**config.mk**
```make
export PLATFORM = sky130hd
export DESIGN_NAME = letter_frequency_rank_unit
export DESIGN_NICKNAME = d
export VERILOG_FILES = /design/src/rtl/lfr_pkg.sv /design/src/rtl/lfr_count_mem.sv /design/src/rtl/letter_frequency_rank_unit.sv
export SDC_FILE = /design/constraint.sdc
export NUM_CORES = 1
export LEC_CHECK = 0
export BUFFER_PORTS_ARGS = -buffer_cell sky130_fd_sc_hd__buf_2
export CAP_MARGIN = 40
export CORE_MARGIN = 2
export CORE_UTILIZATION = 46
export DETAILED_ROUTE_END_ITERATION = 10
export HOLD_SLACK_MARGIN = 0.15
export SETUP_SLACK_MARGIN = 0.2
export SLEW_MARGIN = 15
export SYNTH_ARGS = -nofsm -noshare
export SYNTH_HDL_FRONTEND = slang
export SYNTH_SLANG_ARGS = --single-unit
```
**constraint.sdc**
```tcl
create_clock -name clock -period 7.5 [get_ports clock]
set_input_delay 1.125 -clock clock [delete_from_list [all_inputs] [get_ports clock]]
set_output_delay 1.125 -clock clock [all_outputs]
set_load 0.03 [all_outputs]
```
**src/rtl/lfr_pkg.sv**
```systemverilog
`default_nettype none

package lfr_pkg;

   localparam int NumLetters    = 26;
   localparam int LetterIdxW    = $clog2(NumLetters);
   localparam int CountWidth    = 16;
   localparam int OutCountWidth = 16;
   localparam int CodeWidth     = 7;
   localparam int WideW         = (CountWidth > OutCountWidth) ? CountWidth : OutCountWidth;

   localparam logic [7:0] CaseBit  = 8'd32;
   localparam logic [7:0] LowerA   = 8'h61;
   localparam logic [7:0] LowerZ   = 8'h7a;
   localparam logic [LetterIdxW-1:0] LastLetter = LetterIdxW'(NumLetters - 1);

   localparam logic [CountWidth-1:0]    CountMax    = '1;
   localparam logic [OutCountWidth-1:0] OutCountMax = '1;

   // one access to the counter memory
   typedef struct packed {
      logic                  rd_en;
      logic [LetterIdxW-1:0] rd_addr;
      logic                  wr_en;
      logic [LetterIdxW-1:0] wr_addr;
      logic [CountWidth-1:0] wr_data;
      logic                  clear;
   } mem_req_type;

   typedef struct packed {
      logic                  is_letter;
      logic [LetterIdxW-1:0] idx;
   } letter_type;

   // folding case sets bit 5, which maps 'A'..'Z' onto 'a'..'z'
   function automatic letter_type letter_decode(input logic [7:0] b);
      letter_type r;
      logic [7:0] low;
      low = b | CaseBit;
      r.is_letter = (low >= LowerA) && (low <= LowerZ);
      r.idx = LetterIdxW'(low - LowerA);
      return r;
   endfunction

   function automatic logic [OutCountWidth-1:0] clip_count(input logic [CountWidth-1:0] c);
      logic [WideW-1:0] w;
      w = WideW'(c);
      if (w > WideW'(OutCountMax)) begin
         w = WideW'(OutCountMax);
      end
      return OutCountWidth'(w);
   endfunction

   function automatic logic [CodeWidth-1:0] letter_code_of(input logic [LetterIdxW-1:0] idx);
      return CodeWidth'(LowerA + 8'(idx));
   endfunction

endpackage

`default_nettype wire

```
**src/rtl/lfr_count_mem.sv**
```systemverilog
`default_nettype none

module lfr_count_mem (
   input  wire logic                           clock,
   input  wire logic                           reset,
   input  wire lfr_pkg::mem_req_type           req,
   output logic [lfr_pkg::CountWidth-1:0]      rd_data
);
   import lfr_pkg::*;

   logic [CountWidth-1:0] mem [NumLetters];
   logic [NumLetters-1:0] valid_ff;
   logic [NumLetters-1:0] valid_in;
   logic [CountWidth-1:0] rd_raw_ff;
   logic                  rd_live_ff;

   // entries never written since the last clear read as zero
   always_comb begin
      valid_in = valid_ff;
      if (req.clear) begin
         valid_in = '0;
      end else if (req.wr_en) begin
         valid_in[req.wr_addr] = 1'b1;
      end
   end

   always_ff @(posedge clock) begin
      if (reset) begin
         valid_ff <= '0;
      end else begin
         valid_ff <= valid_in;
      end
   end

   always_ff @(posedge clock) begin
      if (req.wr_en) begin
         mem[req.wr_addr] <= req.wr_data;
      end
      if (req.rd_en) begin
         rd_raw_ff  <= mem[req.rd_addr];
         rd_live_ff <= valid_ff[req.rd_addr];
      end
   end

   assign rd_data = rd_live_ff ? rd_raw_ff : '0;

endmodule

`default_nettype wire

```
**src/rtl/letter_frequency_rank_unit.sv**
```systemverilog
`default_nettype none

// letter histogram with ranked dump. text arrives one byte per word on the req
// channel; letters are counted case-insensitively in 26 saturating counters held
// in a small synchronous memory, other bytes are ignored. counting runs at one
// byte per cycle: a read-increment-write pipeline with forwarding between
// back-to-back hits on the same letter. the byte flagged by req_tlast is counted,
// then req_tready drops and the block dumps 26 words on rsp, highest count first,
// ties in alphabetical order, rsp_tlast on the final one; the counters are then
// cleared at once and req_tready returns. each ranked word costs a full scan of
// the counter memory through its single read port, and a stall on rsp holds the
// dump in place until rsp_tready rises.
module letter_frequency_rank_unit (
   input  wire logic        clock,
   input  wire logic        reset,
   input  wire logic        req_tvalid,
   output logic             req_tready,
   input  wire logic [7:0]  req_tdata,   // [7:0] text_byte
   input  wire logic        req_tlast,   // end_of_text
   output logic             rsp_tvalid,
   input  wire logic        rsp_tready,
   output logic [23:0]      rsp_tdata,   // [6:0] letter_code, [22:7] letter_count, [23] zero
   output logic             rsp_tlast    // last_of_run
);
   import lfr_pkg::*;

   typedef enum logic [4:0] {
      ST_IDLE  = 5'b00001,   // counting text
      ST_WAIT  = 5'b00010,   // final byte's write back
      ST_SCAN  = 5'b00100,   // reading counters for the next rank
      ST_LAST  = 5'b01000,   // compare of the last counter
      ST_EMIT  = 5'b10000    // hand the winner to the output register
   } state_type;

   state_type state_ff, state_in;

   mem_req_type           mem_req;
   logic [CountWidth-1:0] rd_data;

   // counting pipeline
   letter_type            dec;
   logic                  req_acc;
   logic                  s1_vld_ff, s1_vld_in;
   logic [LetterIdxW-1:0] s1_idx_ff, s1_idx_in;
   logic                  fwd_vld_ff, fwd_vld_in;
   logic [LetterIdxW-1:0] fwd_idx_ff, fwd_idx_in;
   logic [CountWidth-1:0] fwd_data_ff, fwd_data_in;
   logic [CountWidth-1:0] cur_cnt;
   logic [CountWidth-1:0] new_cnt;

   // ranking scan
   logic [LetterIdxW-1:0] scan_addr_ff, scan_addr_in;
   logic                  cmp_vld_ff, cmp_vld_in;
   logic [LetterIdxW-1:0] cmp_idx_ff, cmp_idx_in;
   logic                  best_found_ff, best_found_in;
   logic [LetterIdxW-1:0] best_idx_ff, best_idx_in;
   logic [CountWidth-1:0] best_cnt_ff, best_cnt_in;
   logic [NumLetters-1:0] emitted_ff, emitted_in;
   logic [LetterIdxW-1:0] rank_ff, rank_in;
   logic                  take;
   logic                  scan_rd;

   // output register
   logic                  rsp_valid_ff, rsp_valid_in;
   logic [23:0]           rsp_data_ff, rsp_data_in;
   logic                  rsp_last_ff, rsp_last_in;
   logic                  out_free;
   logic                  load;

   assign req_tready = (state_ff == ST_IDLE);
   assign req_acc    = req_tvalid && req_tready;
   assign dec        = letter_decode(req_tdata);
   assign scan_rd    = (state_ff == ST_SCAN);
   assign out_free   = !rsp_valid_ff || rsp_tready;
   assign load       = (state_ff == ST_EMIT) && out_free;

   // a hit on the letter written last cycle reads stale data: take the forwarded value
   always_comb begin
      cur_cnt = (fwd_vld_ff && (fwd_idx_ff == s1_idx_ff)) ? fwd_data_ff : rd_data;
      new_cnt = (cur_cnt == CountMax) ? cur_cnt : cur_cnt + 1'b1;
   end

   always_comb begin
      mem_req.rd_en   = (req_acc && dec.is_letter) || scan_rd;
      mem_req.rd_addr = scan_rd ? scan_addr_ff : dec.idx;
      mem_req.wr_en   = s1_vld_ff;
      mem_req.wr_addr = s1_idx_ff;
      mem_req.wr_data = new_cnt;
      mem_req.clear   = load && (rank_ff == LastLetter);
   end

   lfr_count_mem u_mem (
      .clock   (clock),
      .reset   (reset),
      .req     (mem_req),
      .rd_data (rd_data)
   );

   always_comb begin
      s1_vld_in   = req_acc && dec.is_letter;
      s1_idx_in   = dec.idx;
      fwd_vld_in  = s1_vld_ff;
      fwd_idx_in  = s1_idx_ff;
      fwd_data_in = new_cnt;
   end

   // strict greater-than over an ascending scan keeps ties alphabetical
   assign take = cmp_vld_ff && !emitted_ff[cmp_idx_ff]
                 && (!best_found_ff || (rd_data > best_cnt_ff));

   always_comb begin
      state_in      = state_ff;
      scan_addr_in  = scan_addr_ff;
      cmp_vld_in    = scan_rd;
      cmp_idx_in    = scan_addr_ff;
      best_found_in = best_found_ff;
      best_idx_in   = best_idx_ff;
      best_cnt_in   = best_cnt_ff;
      emitted_in    = emitted_ff;
      rank_in       = rank_ff;
      rsp_valid_in  = rsp_valid_ff && !rsp_tready;
      rsp_data_in   = rsp_data_ff;
      rsp_last_in   = rsp_last_ff;

      if (take) begin
         best_found_in = 1'b1;
         best_idx_in   = cmp_idx_ff;
         best_cnt_in   = rd_data;
      end

      case (state_ff)
         ST_IDLE: begin
            if (req_acc && req_tlast) begin
               state_in = ST_WAIT;
            end
         end
         ST_WAIT: begin
            state_in      = ST_SCAN;
            scan_addr_in  = '0;
            best_found_in = 1'b0;
         end
         ST_SCAN: begin
            if (scan_addr_ff == LastLetter) begin
               state_in = ST_LAST;
            end else begin
               scan_addr_in = scan_addr_ff + 1'b1;
            end
         end
         ST_LAST: begin
            state_in = ST_EMIT;
         end
         ST_EMIT: begin
            if (out_free) begin
               rsp_valid_in  = 1'b1;
               rsp_data_in   = {1'b0, clip_count(best_cnt_ff), letter_code_of(best_idx_ff)};
               rsp_last_in   = (rank_ff == LastLetter);
               best_found_in = 1'b0;
               scan_addr_in  = '0;
               if (rank_ff == LastLetter) begin
                  state_in   = ST_IDLE;
                  rank_in    = '0;
                  emitted_in = '0;
               end else begin
                  state_in   = ST_SCAN;
                  rank_in    = rank_ff + 1'b1;
                  emitted_in[best_idx_ff] = 1'b1;
               end
            end
         end
         default: begin
            state_in = ST_IDLE;
         end
      endcase
   end

   always_ff @(posedge clock) begin
      if (reset) begin
         state_ff      <= ST_IDLE;
         s1_vld_ff     <= 1'b0;
         fwd_vld_ff    <= 1'b0;
         cmp_vld_ff    <= 1'b0;
         best_found_ff <= 1'b0;
         emitted_ff    <= '0;
         rank_ff       <= '0;
         scan_addr_ff  <= '0;
         rsp_valid_ff  <= 1'b0;
      end else begin
         state_ff      <= state_in;
         s1_vld_ff     <= s1_vld_in;
         fwd_vld_ff    <= fwd_vld_in;
         cmp_vld_ff    <= cmp_vld_in;
         best_found_ff <= best_found_in;
         emitted_ff    <= emitted_in;
         rank_ff       <= rank_in;
         scan_addr_ff  <= scan_addr_in;
         rsp_valid_ff  <= rsp_valid_in;
      end
   end

   always_ff @(posedge clock) begin
      s1_idx_ff   <= s1_idx_in;
      fwd_idx_ff  <= fwd_idx_in;
      fwd_data_ff <= fwd_data_in;
      cmp_idx_ff  <= cmp_idx_in;
      best_idx_ff <= best_idx_in;
      best_cnt_ff <= best_cnt_in;
      rsp_data_ff <= rsp_data_in;
      rsp_last_ff <= rsp_last_in;
   end

   assign rsp_tvalid = rsp_valid_ff;
   assign rsp_tdata  = rsp_data_ff;
   assign rsp_tlast  = rsp_last_ff;

   // no counter write may be in flight while the scan reads the memory
   a_no_write_in_scan: assert property (@(posedge clock) disable iff (reset)
      (state_ff == ST_SCAN) |-> !s1_vld_ff)
      else $error("counter write during rank scan");

   // a winner always exists when a word is handed out
   a_best_at_emit: assert property (@(posedge clock) disable iff (reset)
      (state_ff == ST_EMIT) |-> best_found_ff)
      else $error("emit without a selected letter");

   // one letter is retired per emitted rank
   a_rank_matches: assert property (@(posedge clock) disable iff (reset)
      $countones(emitted_ff) == int'(rank_ff))
      else $error("emitted set out of step with rank");

   // the run's final word leaves the block back in counting mode with fresh ranks
   a_last_clears: assert property (@(posedge clock) disable iff (reset)
      (rsp_tvalid && rsp_tlast) |-> ((emitted_ff == '0) && (rank_ff == '0)))
      else $error("rank state not cleared after final word");

endmodule

`default_nettype wire
```
==> out/metrics.csv, run 1 <==
stage,metric,value,unit
placed_design,dp_slack,2.50,ns
global_route,grt_pass1_vias,15200,
worst_setup_path,path_class,flip-flop to flip-flop,
synthesis,synth_top_area_share,59.6,%
detailed_routing,met1_length,27000,um
synthesis,synth_common_cells,"478 x edfxtp_1, 367 x nand2_1, 143 x nor2_1, 132 x nand3_1, 103 x dfxtp_1",
finish,fin_nets,2038,
detailed_routing,wl_per_cell,22.2,um
detailed_routing,drc,0,
placed_design,hpwl,36500,um
worst_setup_path,start_kind,flip-flop,
synthesis,synth-async-reset-ratio,0,%
worst_setup_path,end_kind,flip-flop,
clocking,postCtsSetupBuffers,0,
floorplanning,rows,83,
clocking,post_cts_resized,0,
worst_setup_path,cp_slowest_cell,o2bb2a_1,
global_route,grt_max_degree,101,
worst_hold_path,hold_start,fwd_idx_in[1],
worst_setup_path,crit_arrival,5.07,ns
finish,antenna_cells,0,
detailed_routing,route.met3.wl,3870,um
clocking,cts_hold_buffers,0,
detailed_routing,routed_wl,60500,um
status,status,"complete, no violations",
worst_setup_path,cp_cell_sequence,"inv_1, o221ai_1, nor3_2, buf_4, o21ai_0, ha_1, nand3_1, nor4_1, o31ai_1, o2bb2a_1, nor2_1, xnor2_4, buf_8",
synthesis,syn_area_per_cell,12.4,um2
timing,fin_setup_tns,0,ns
timing,setup_viol,0,
worst_setup_path,startpoint,fwd_idx_in[3],
worst_setup_path,cpPeakStageDelay,0.65,ns
detailed_routing,top_layer_used,met4,
timing,relSlewSlack,45.4,%
synthesis,synth_area,24100,um2
synthesis,syn_inst,1936,
detailed_routing,drt_pass1_iterations,7,
synthesis,syn-num-nets,1975,
synthesis,yosysTopAreaCell,edfxtp_1,
timing,finalHoldViolCount,0,
power_and_ir_drop,leakagePower,9.57,nW
worst_setup_path,crit-reg2reg-launch,fwd_idx_in[3],
clocking,cts_made_buffers,60,
finish,drive_gt1_share,14.3,%
worst_setup_path,path_buf_inv,3,
flow_run,max_cap_viol_count,0,
clocking,clk_pin_slew,0.06,ns
detailed_routing,drt.antenna.violating_nets,0,
worst_setup_path,endpoint,u_mem.mem[18][9],
finish,syn2layout_area_growth,14.0,%
synthesis,synth-edff-count,478,
global_route,antenna_found_initial,0,
clocking,clock_sinks,581,
timing,worst_slew_pin_slew,0.818,ns
timing,rsz0062_at_grt,no,
synthesis,yosys-top-cells-area,"edfxtp_1 60%, dfxtp_1 8.6%, nand2_1 5.7%, nand3_1 2.7%, mux2_2 2.3%",
power_and_ir_drop,power_density,246,nW/um2
worst_setup_path,worst_ep_required_time,7.96,ns
worst_setup_path,crit_family,compound AO/OA/AOI/OAI gates,
synthesis,synth_most_common_cell,edfxtp_1,
worst_setup_path,ff2ff_setup_slack,2.90,ns
synthesis,ys_seq_area_share,68.2,%
floorplanning,core,51500,um2
detailed_routing,drtIter0Drc,1461,
placed_design,routabilityCongestion,0.851,
finish,fill_cells,4349,
worst_setup_path,cp_num_cells,13,
clocking,cts_tree,built,
detailed_routing,wl_met2,27600,um
placed_design,port_buffers,37,
synthesis,synth_seq_cells,581,
timing,max_freq,217,MHz
clocking,ctsRootBufferMaster,clkbuf_16,
clocking,clk_path_buf_depth,3,
synthesis,yosysWarnings,0,
global_route,grt_pass1_wl,92500,um
global_route,grtUsageTotal,22.8,%
power_and_ir_drop,ir_drop,0.205,mV
floorplanning,die_w,233,um
clocking,clk_latency,0.65,ns
synthesis,yosysUniqueCellTypes,71,
timing,slew_violations,0,
worst_setup_path,reg2reg_depth,13,
timing,clock_skew,0.0430,ns
global_route,gr-total-overflow,0,
floorplanning,dieArea,54200,um2
worst_setup_path,rr_endpoint,u_mem.mem[18][9],
floorplanning,ios,40,
synthesis,synth_ff_type,edfxtp_1,
clocking,cts_max_level,2,
floorplanning,start_util,46.7,%
power_and_ir_drop,power.total,6.76,mW
timing,final.period_utilization,61.4,%
timing,period_minus_slack,4.60,ns
timing,layout_setup_ws,2.90,ns
detailed_routing,vias,15700,
worst_hold_path,hold_path_class,flip-flop to flip-flop,
worst_setup_path,crit_fanout,23,
detailed_routing,viasPerCell,5.77,
floorplanning,die_h,233,um
## layout make-up
cell class | instances | area [um2] | share of cell area [%]
flip-flops and latches | 581 | 16400 | 59.8
multi-input cells | 1194 | 7200 | 26.2
clock buffers | 82 | 1600 | 5.84
repair buffers | 112 | 935 | 3.41
well taps | 680 | 851 | 3.10
clock inverters | 30 | 250 | 0.912
inverters | 50 | 188 | 0.684
## placed cells by master (no fill, tap or decap), types with 10 or more instances in the layout
master	netlist	final
a22oi_1	19	18
a31oi_1	18	18
a41o_1	16	16
mux2i_1	19	16
nor2_1	143	133
xor2_1	16	14
ha_1	26	26
buf_4	6	57
nand2_1	367	367
o22ai_1	17	17
nor2_2	3	11
mux2_2	49	49
clkinv_2	0	10
a21oi_1	46	42
and3_1	22	22
clkbuf_1	75	20
inv_1	49	49
nand3_1	132	132
dfxtp_1	103	103
clkinv_1	1	15
nand4_1	32	32
xnor2_1	13	10
nand2b_1	26	26
buf_2	22	37
o21ai_0	32	32
nor3_1	19	18
a311oi_1	33	33
o311ai_1	16	16
edfxtp_1	478	478
clkbuf_16	0	60
a211oi_1	19	19
## how the worst min path moves through the flow
stage	cells after the start	slack (ns)	endpoint
after floorplan	0	0.33	cmp_idx_ff[2]
after global placement	0	0.42	fwd_idx_ff[0]
after detailed placement	0	0.43	fwd_idx_ff[3]
after CTS	0	0.41	fwd_idx_ff[1]
after global routing	0	0.43	fwd_idx_ff[0]
final	0	0.42	fwd_idx_ff[1]
## through the flow
stage	instances	cell area, um2	hold WS, ns	util [%]
finish	2729	27400	0.415	53.3
global route	2729	27400	0.431	53.3
CTS	2728	27400	0.413	53.2
detailed placement	2616	25600	0.429	49.6
global placement	2599	25300	0.416	49.1
floorplan	1936	24100	0.329	-
## power by group
part           switching, mW  leakage, nW  internal [mW]
sequential            0.0166         5.15           3.49
clock                   1.22        0.899           1.57
combinational          0.309         3.52          0.146
## cells by family after synthesis
family | after synthesis | synth area share (%)
compound gates | 255 | 7.46
xor+xnor | 29 | 1.06
fa+ha+maj | 27 | 1.39
buf+inv | 161 | 2.78
flops | 581 | 68.2
mux | 79 | 4.03
other cells | 1 | 0.0156
simple gates | 803 | 15.1
## layer usage
| metal | vias to the layer above | global-route usage, % |
|---|---|---|
| met5 | - | 0 |
| met4 | 0 | 8.80 |
| met1 | 7857 | 32.8 |
| li1 | 7245 | - |
| met3 | 94 | 2.87 |
| met2 | 542 | 35.4 |
## registers in the layout, summed over array words and instances (netlist names), 5 cells and up
name / count
rsp_tdata: 23
fwd_idx_ff: 5
fwd_data_ff: 16
u_mem.mem: 416
u_mem.valid_ff: 26
cmp_idx_in: 5
cmp_idx_ff: 5
fwd_idx_in: 5
best_idx_ff: 5
u_mem.rd_raw_ff: 16
rank_ff: 5
best_cnt_ff: 16
state_ff: 5
emitted_ff: 26
(Power assumes the default switching activity.)
==> run 2, diff against run 1 <==
clock period = 4.2 ns   (was 7.5 ns; I/O delays follow)
==> run 2 against run 1 <==
  * Clock skew shrank 0.019 ns
  * Count of clock-buffer cells in the layout grew 7
  * Register-to-register slack lost 2.4 ns
  * Flip-flop and latch count is the same
  * Largest power group unchanged
  * Critical endpoint is now u_mem.mem[21][5]
  * Maximum frequency grew 23%
  * Critical path type unchanged
  * Power grew 80%
  * Critical path depth grew 2
  * Worst hold slack lost 0.10 ns
  * Wire length grew 2.6%
==> out/metrics.csv, run 2 (synthesis results as in run 1) <==
stage,metric,value,unit
timing,final.period_utilization,89.1,%
global_route,grt_pass1_vias,15300,
timing,slew_violations,0,
detailed_routing,drc,0,
finish,multiInputGateArea,7180,um2
finish,largestRegisters,"u_mem.mem: 416 flops, emitted_ff: 26 flops, u_mem.valid_ff: 26 flops",
placed_design,dp_cells,2634,
clocking,cts_max_level,2,
placed_design,port_buffers,37,
detailed_routing,drt.antenna.violating_nets,0,
floorplanning,core,51500,um2
worst_setup_path,worst_ep_required_time,4.55,ns
clocking,cts_tree,built,
placed_design,hpwl,36900,um
worst_setup_path,start_kind,flip-flop,
detailed_routing,routed_wl,62100,um
detailed_routing,drt_pass1_iterations,7,
finish,largest_register_ffs,416,
floorplanning,die_h,233,um
placed_design,routabilityCongestion,0.872,
global_route,antenna_found_initial,2,
finish,layout_common_cells,"478 x edfxtp_1, 367 x nand2_1, 132 x nand3_1, 131 x nor2_1, 103 x dfxtp_1",
global_route,grt_pass1_wl,94100,um
detailed_routing,viasPerCell,5.76,
finish,regArea,16400,um2
clocking,postCtsSetupBuffers,0,
worst_setup_path,end_kind,flip-flop,
floorplanning,start_util,46.7,%
worst_hold_path,hold_path_class,input port to flip-flop,
detailed_routing,vias,15800,
timing,setup_viol,0,
timing,finalHoldViolCount,0,
finish,final_common_cell,edfxtp_1,
finish,final_cells,2746,
global_route,grtUsageTotal,23.2,%
finish,syn2layout_area_growth,15.0,%
timing,max_freq,267,MHz
worst_setup_path,crit_arrival,4.09,ns
clocking,ctsRootBufferMaster,clkbuf_16,
flow_run,max_cap_viol_count,0,
power_and_ir_drop,leakagePower,9.71,nW
worst_setup_path,path_class,flip-flop to flip-flop,
timing,fin_setup_tns,0,ns
floorplanning,rows,83,
worst_setup_path,crit_fanout,13,
clocking,clk_pin_slew,0.06,ns
worst_setup_path,reg2reg_depth,15,
power_and_ir_drop,ir_drop,0.301,mV
clocking,cts_made_buffers,59,
global_route,grt_max_degree,54,
timing,relSlewSlack,47.0,%
finish,fill_cells,4352,
power_and_ir_drop,power_density,440,nW/um2
clocking,clock_sinks,581,
worst_hold_path,hold-path-cell-count,2,
floorplanning,dieArea,54200,um2
finish,top_register,u_mem.mem,
placed_design,dp_slack,0.408,ns
floorplanning,ios,40,
detailed_routing,wl_per_cell,22.6,um
clocking,clk_latency,0.63,ns
timing,rsz0062_at_grt,no,
floorplanning,die_w,233,um
status,status,"complete, no violations",
timing,worst_slew_pin_slew,0.783,ns
finish,fin_nets,2055,
clocking,clk_path_buf_depth,3,
timing,layout_setup_ws,0.459,ns
global_route,gr-total-overflow,0,
finish,drive_gt1_share,15.4,%
detailed_routing,drtIter0Drc,1643,
timing,period_minus_slack,3.74,ns
timing,clock_skew,0.0236,ns
run 2: cell count changes in the layout (fill, tap and decap cells not counted), sizes merged:
cell | previous run | this run
buf | 112 | 130
clkbuf | 82 | 89
clkinv | 27 | 17
clkinvlp | 1 | 0
diode | 0 | 2
inv | 50 | 51
run 2: repair_timing:
action | CTS | global route
endpoints found under the setup margin | 0 | 52
hold buffers | 0 | 0
hold endpoints to repair | 0 | 0
resized for setup | 0 | 1
run 2: per-stage QoR:
step                area [um2]  power (mW)  hold slack [ns]  utilization, %
floorplan                24100        6.89            0.329               -
global placement         25800        7.24            0.392            50.0
detailed placement       25800        7.25            0.396            50.1
CTS                      27600        12.3            0.284            53.6
global route             27700        12.5            0.299            53.7
finish                   27700        12.2            0.312            53.7
run 2: cell type report:
class                   instances  share of cell area, %
flip-flops and latches        581                   59.3
multi-input cells            1194                   25.9
diodes                          2                 0.0181
clock buffers                  89                   6.07
well taps                     680                   3.08
inverters                      50                  0.678
repair buffers                130                   4.29
clock inverters                20                  0.592
run 2: worst max-delay path, stage by stage (launching register included):
cell	delay [ns]
dfxtp_1	0.47
xnor2_1	0.18
nand4_1	0.21
nor3_4	0.33
nand2_1	0.09
o21ai_0	0.14
ha_1	0.28
nand3_1	0.11
nor4_1	0.41
o31ai_1	0.23
o2bb2a_1	0.33
buf_12	0.15
nor2_1	0.06
xnor2_1	0.18
a21oi_2	0.09
buf_4	0.20
run 2: worst paths after layout:
path,from,slack [ns],to
setup / recovery,fwd_idx_in[4],0.46,u_mem.mem[21][5]
hold / removal,req_tvalid,0.31,state_ff[1]
setup reg to reg,fwd_idx_in[4],0.46,u_mem.mem[21][5]
hold reg to reg,fwd_idx_in[0],0.40,fwd_idx_ff[0]
run 2: power breakdown:
group          leakage, nW  internal [mW]  switching, mW
combinational         3.64          0.291          0.584
sequential            5.15           6.24         0.0251
clock                0.912           2.87           2.16
total                 9.71           9.40           2.77
run 2: metal layers:
layer,track usage (%),routed length [um]
met1,32.5,27000
met2,37.0,29000
met3,3.20,4200
met4,8.58,1870
met5,0,0
==> run 3, diff against run 2 <==
CTS_BUF_LIST = sky130_fd_sc_hd__clkbuf_8 sky130_fd_sc_hd__clkbuf_16   (was not set)
RECOVER_POWER = 25   (was not set)
==> run 3 against run 2 <==
  * Worst setup slack got worse by 0.065 ns
  * Die area is the same
  * Wire length is essentially flat
  * Critical path depth stayed put
  * Clock power shrank 1%
  * Non-clock buffer count stayed put
  * Flip-flop and latch count unchanged
  * Sequential share of layout area up 0.16 points
  * Count of clock-buffer cells in the layout shrank 21
  * Critical path type unchanged
==> out/metrics.csv, run 3 (synthesis results as in run 1) <==
stage,metric,value,unit
placed_design,port_buffers,37,
timing,rsz0062_at_grt,no,
placed_design,routabilityCongestion,0.872,
timing,finalHoldViolCount,0,
timing,slew_violations,0,
clocking,cts_max_level,2,
detailed_routing,viasPerCell,5.76,
worst_hold_path,hold_path_class,input port to flip-flop,
clocking,cts_made_buffers,59,
clocking,ctsRootBufferMaster,clkbuf_16,
placed_design,hpwl,36900,um
detailed_routing,vias,15800,
clocking,clk_pin_slew,0.06,ns
floorplanning,core,51500,um2
timing,relSlewSlack,2.06,%
finish,largest_register_ffs,416,
floorplanning,start_util,46.7,%
worst_setup_path,crit_arrival,4.15,ns
timing,setup_viol,0,
detailed_routing,drtIter0Drc,1582,
power_and_ir_drop,ir_drop,0.300,mV
worst_setup_path,crit-reg2reg-launch,fwd_idx_in[4],
clocking,clk_latency,0.63,ns
worst_setup_path,startpoint,fwd_idx_in[4],
finish,final_common_cell,edfxtp_1,
power_and_ir_drop,leakagePower,9.70,nW
global_route,grt_pass1_vias,15300,
worst_setup_path,crit_fanout,13,
finish,syn2layout_area_growth,14.6,%
clocking,clk_path_buf_depth,3,
global_route,antenna_found_initial,2,
finish,largestRegisters,"u_mem.mem: 416 flops, emitted_ff: 26 flops, u_mem.valid_ff: 26 flops",
detailed_routing,wl_per_cell,22.6,um
timing,max_freq,263,MHz
placed_design,dp_slack,0.408,ns
detailed_routing,drt_pass1_iterations,7,
timing,clock_skew,0.0239,ns
power_and_ir_drop,power.total,12.1,mW
worst_setup_path,end_kind,flip-flop,
worst_setup_path,start_kind,flip-flop,
worst_hold_path,hold_start,req_tvalid,
floorplanning,dieArea,54200,um2
finish,fin_nets,2055,
floorplanning,rows,83,
detailed_routing,drt.antenna.violating_nets,0,
timing,final.period_utilization,90.6,%
clocking,cts_hold_buffers,0,
timing,fin_setup_tns,0,ns
finish,top_register,u_mem.mem,
clocking,postCtsSetupBuffers,0,
clocking,clock_sinks,581,
floorplanning,die_w,233,um
clocking,cts_tree,built,
floorplanning,ios,40,
detailed_routing,routed_wl,62100,um
flow_run,max_cap_viol_count,0,
timing,period_minus_slack,3.81,ns
global_route,grt_pass1_wl,94100,um
power_and_ir_drop,power_density,439,nW/um2
finish,layout_common_cells,"478 x edfxtp_1, 367 x nand2_1, 132 x nand3_1, 131 x nor2_1, 103 x dfxtp_1",
finish,drive_gt1_share,14.3,%
worst_setup_path,worst_ep_required_time,4.54,ns
global_route,gr-total-overflow,0,
floorplanning,die_h,233,um
timing,layout_setup_ws,0.395,ns
worst_setup_path,path_class,flip-flop to flip-flop,
status,status,"complete, no violations",
timing,worst_slew_pin_slew,1.47,ns
detailed_routing,drc,0,
global_route,grt_max_degree,54,
global_route,grtUsageTotal,23.2,%
==> run 3: stage by stage <==
stage | hold slack, ns | utilization [%] | cells | area (um2)
finish | 0.324 | 53.6 | 2747 | 27600
global route | 0.299 | 53.6 | 2744 | 27600
CTS | 0.284 | 53.6 | 2743 | 27600
detailed placement | 0.396 | 50.1 | 2634 | 25800
global placement | 0.392 | 50.0 | 2632 | 25800
floorplan | 0.329 | - | 1936 | 24100
==> run 3: metal layers <==
layer	vias up	wire, um	track usage (%)
met3	97	4030	3.20
met2	509	29100	37.0
met5	-	0	0
li1	7288	-	-
met4	0	1910	8.58
met1	7916	27100	32.5
==> run 3: what timing repair did <==
| item | 4_1_cts | 5_1_grt |
|---|---|---|
| gates resized for setup | 0 | 1 |
| endpoints found under the hold margin | 0 | 0 |
| setup endpoints to repair | 0 | 52 |
==> run 3: path summary, 6_finish.rpt <==
check / endpoint / slack, ns / cells after the start
max: u_mem.mem[21][5] / 0.39 / 15
min: state_ff[1] / 0.32 / 2
max reg2reg: u_mem.mem[21][5] / 0.39 / 15
min reg2reg: fwd_idx_ff[0] / 0.39 / 0
==> run 3: power by group <==
| group | internal (mW) | leakage [nW] | switching [mW] |
|---|---|---|---|
| logic | 0.289 | 3.55 | 0.583 |
| clock network | 2.82 | 0.999 | 2.15 |
| registers | 6.24 | 5.15 | 0.0250 |
==> run 3: area by class of cell <==
cell class,count,area [um2]
Inverter,50,188
Timing Repair Buffer,130,1110
Tap cell,680,851
Fill cell,4375,23900
Clock inverter,41,243
Multi-Input combinational cell,1194,7180
Antenna cell,3,7.51
Clock buffer,68,1600
Sequential cell,581,16400
==> run 3: critical path: stages, from the launching register on <==
cell      delay [ns]
dfxtp_1         0.47
xnor2_1         0.18
nand4_1         0.21
nor3_4          0.33
nand2_1         0.09
o21ai_0         0.14
ha_1            0.28
nand3_1         0.10
nor4_1          0.46
o31ai_1         0.23
o2bb2a_1        0.34
buf_12          0.15
nor2_1          0.06
xnor2_1         0.18
a21oi_2         0.09
buf_4           0.20
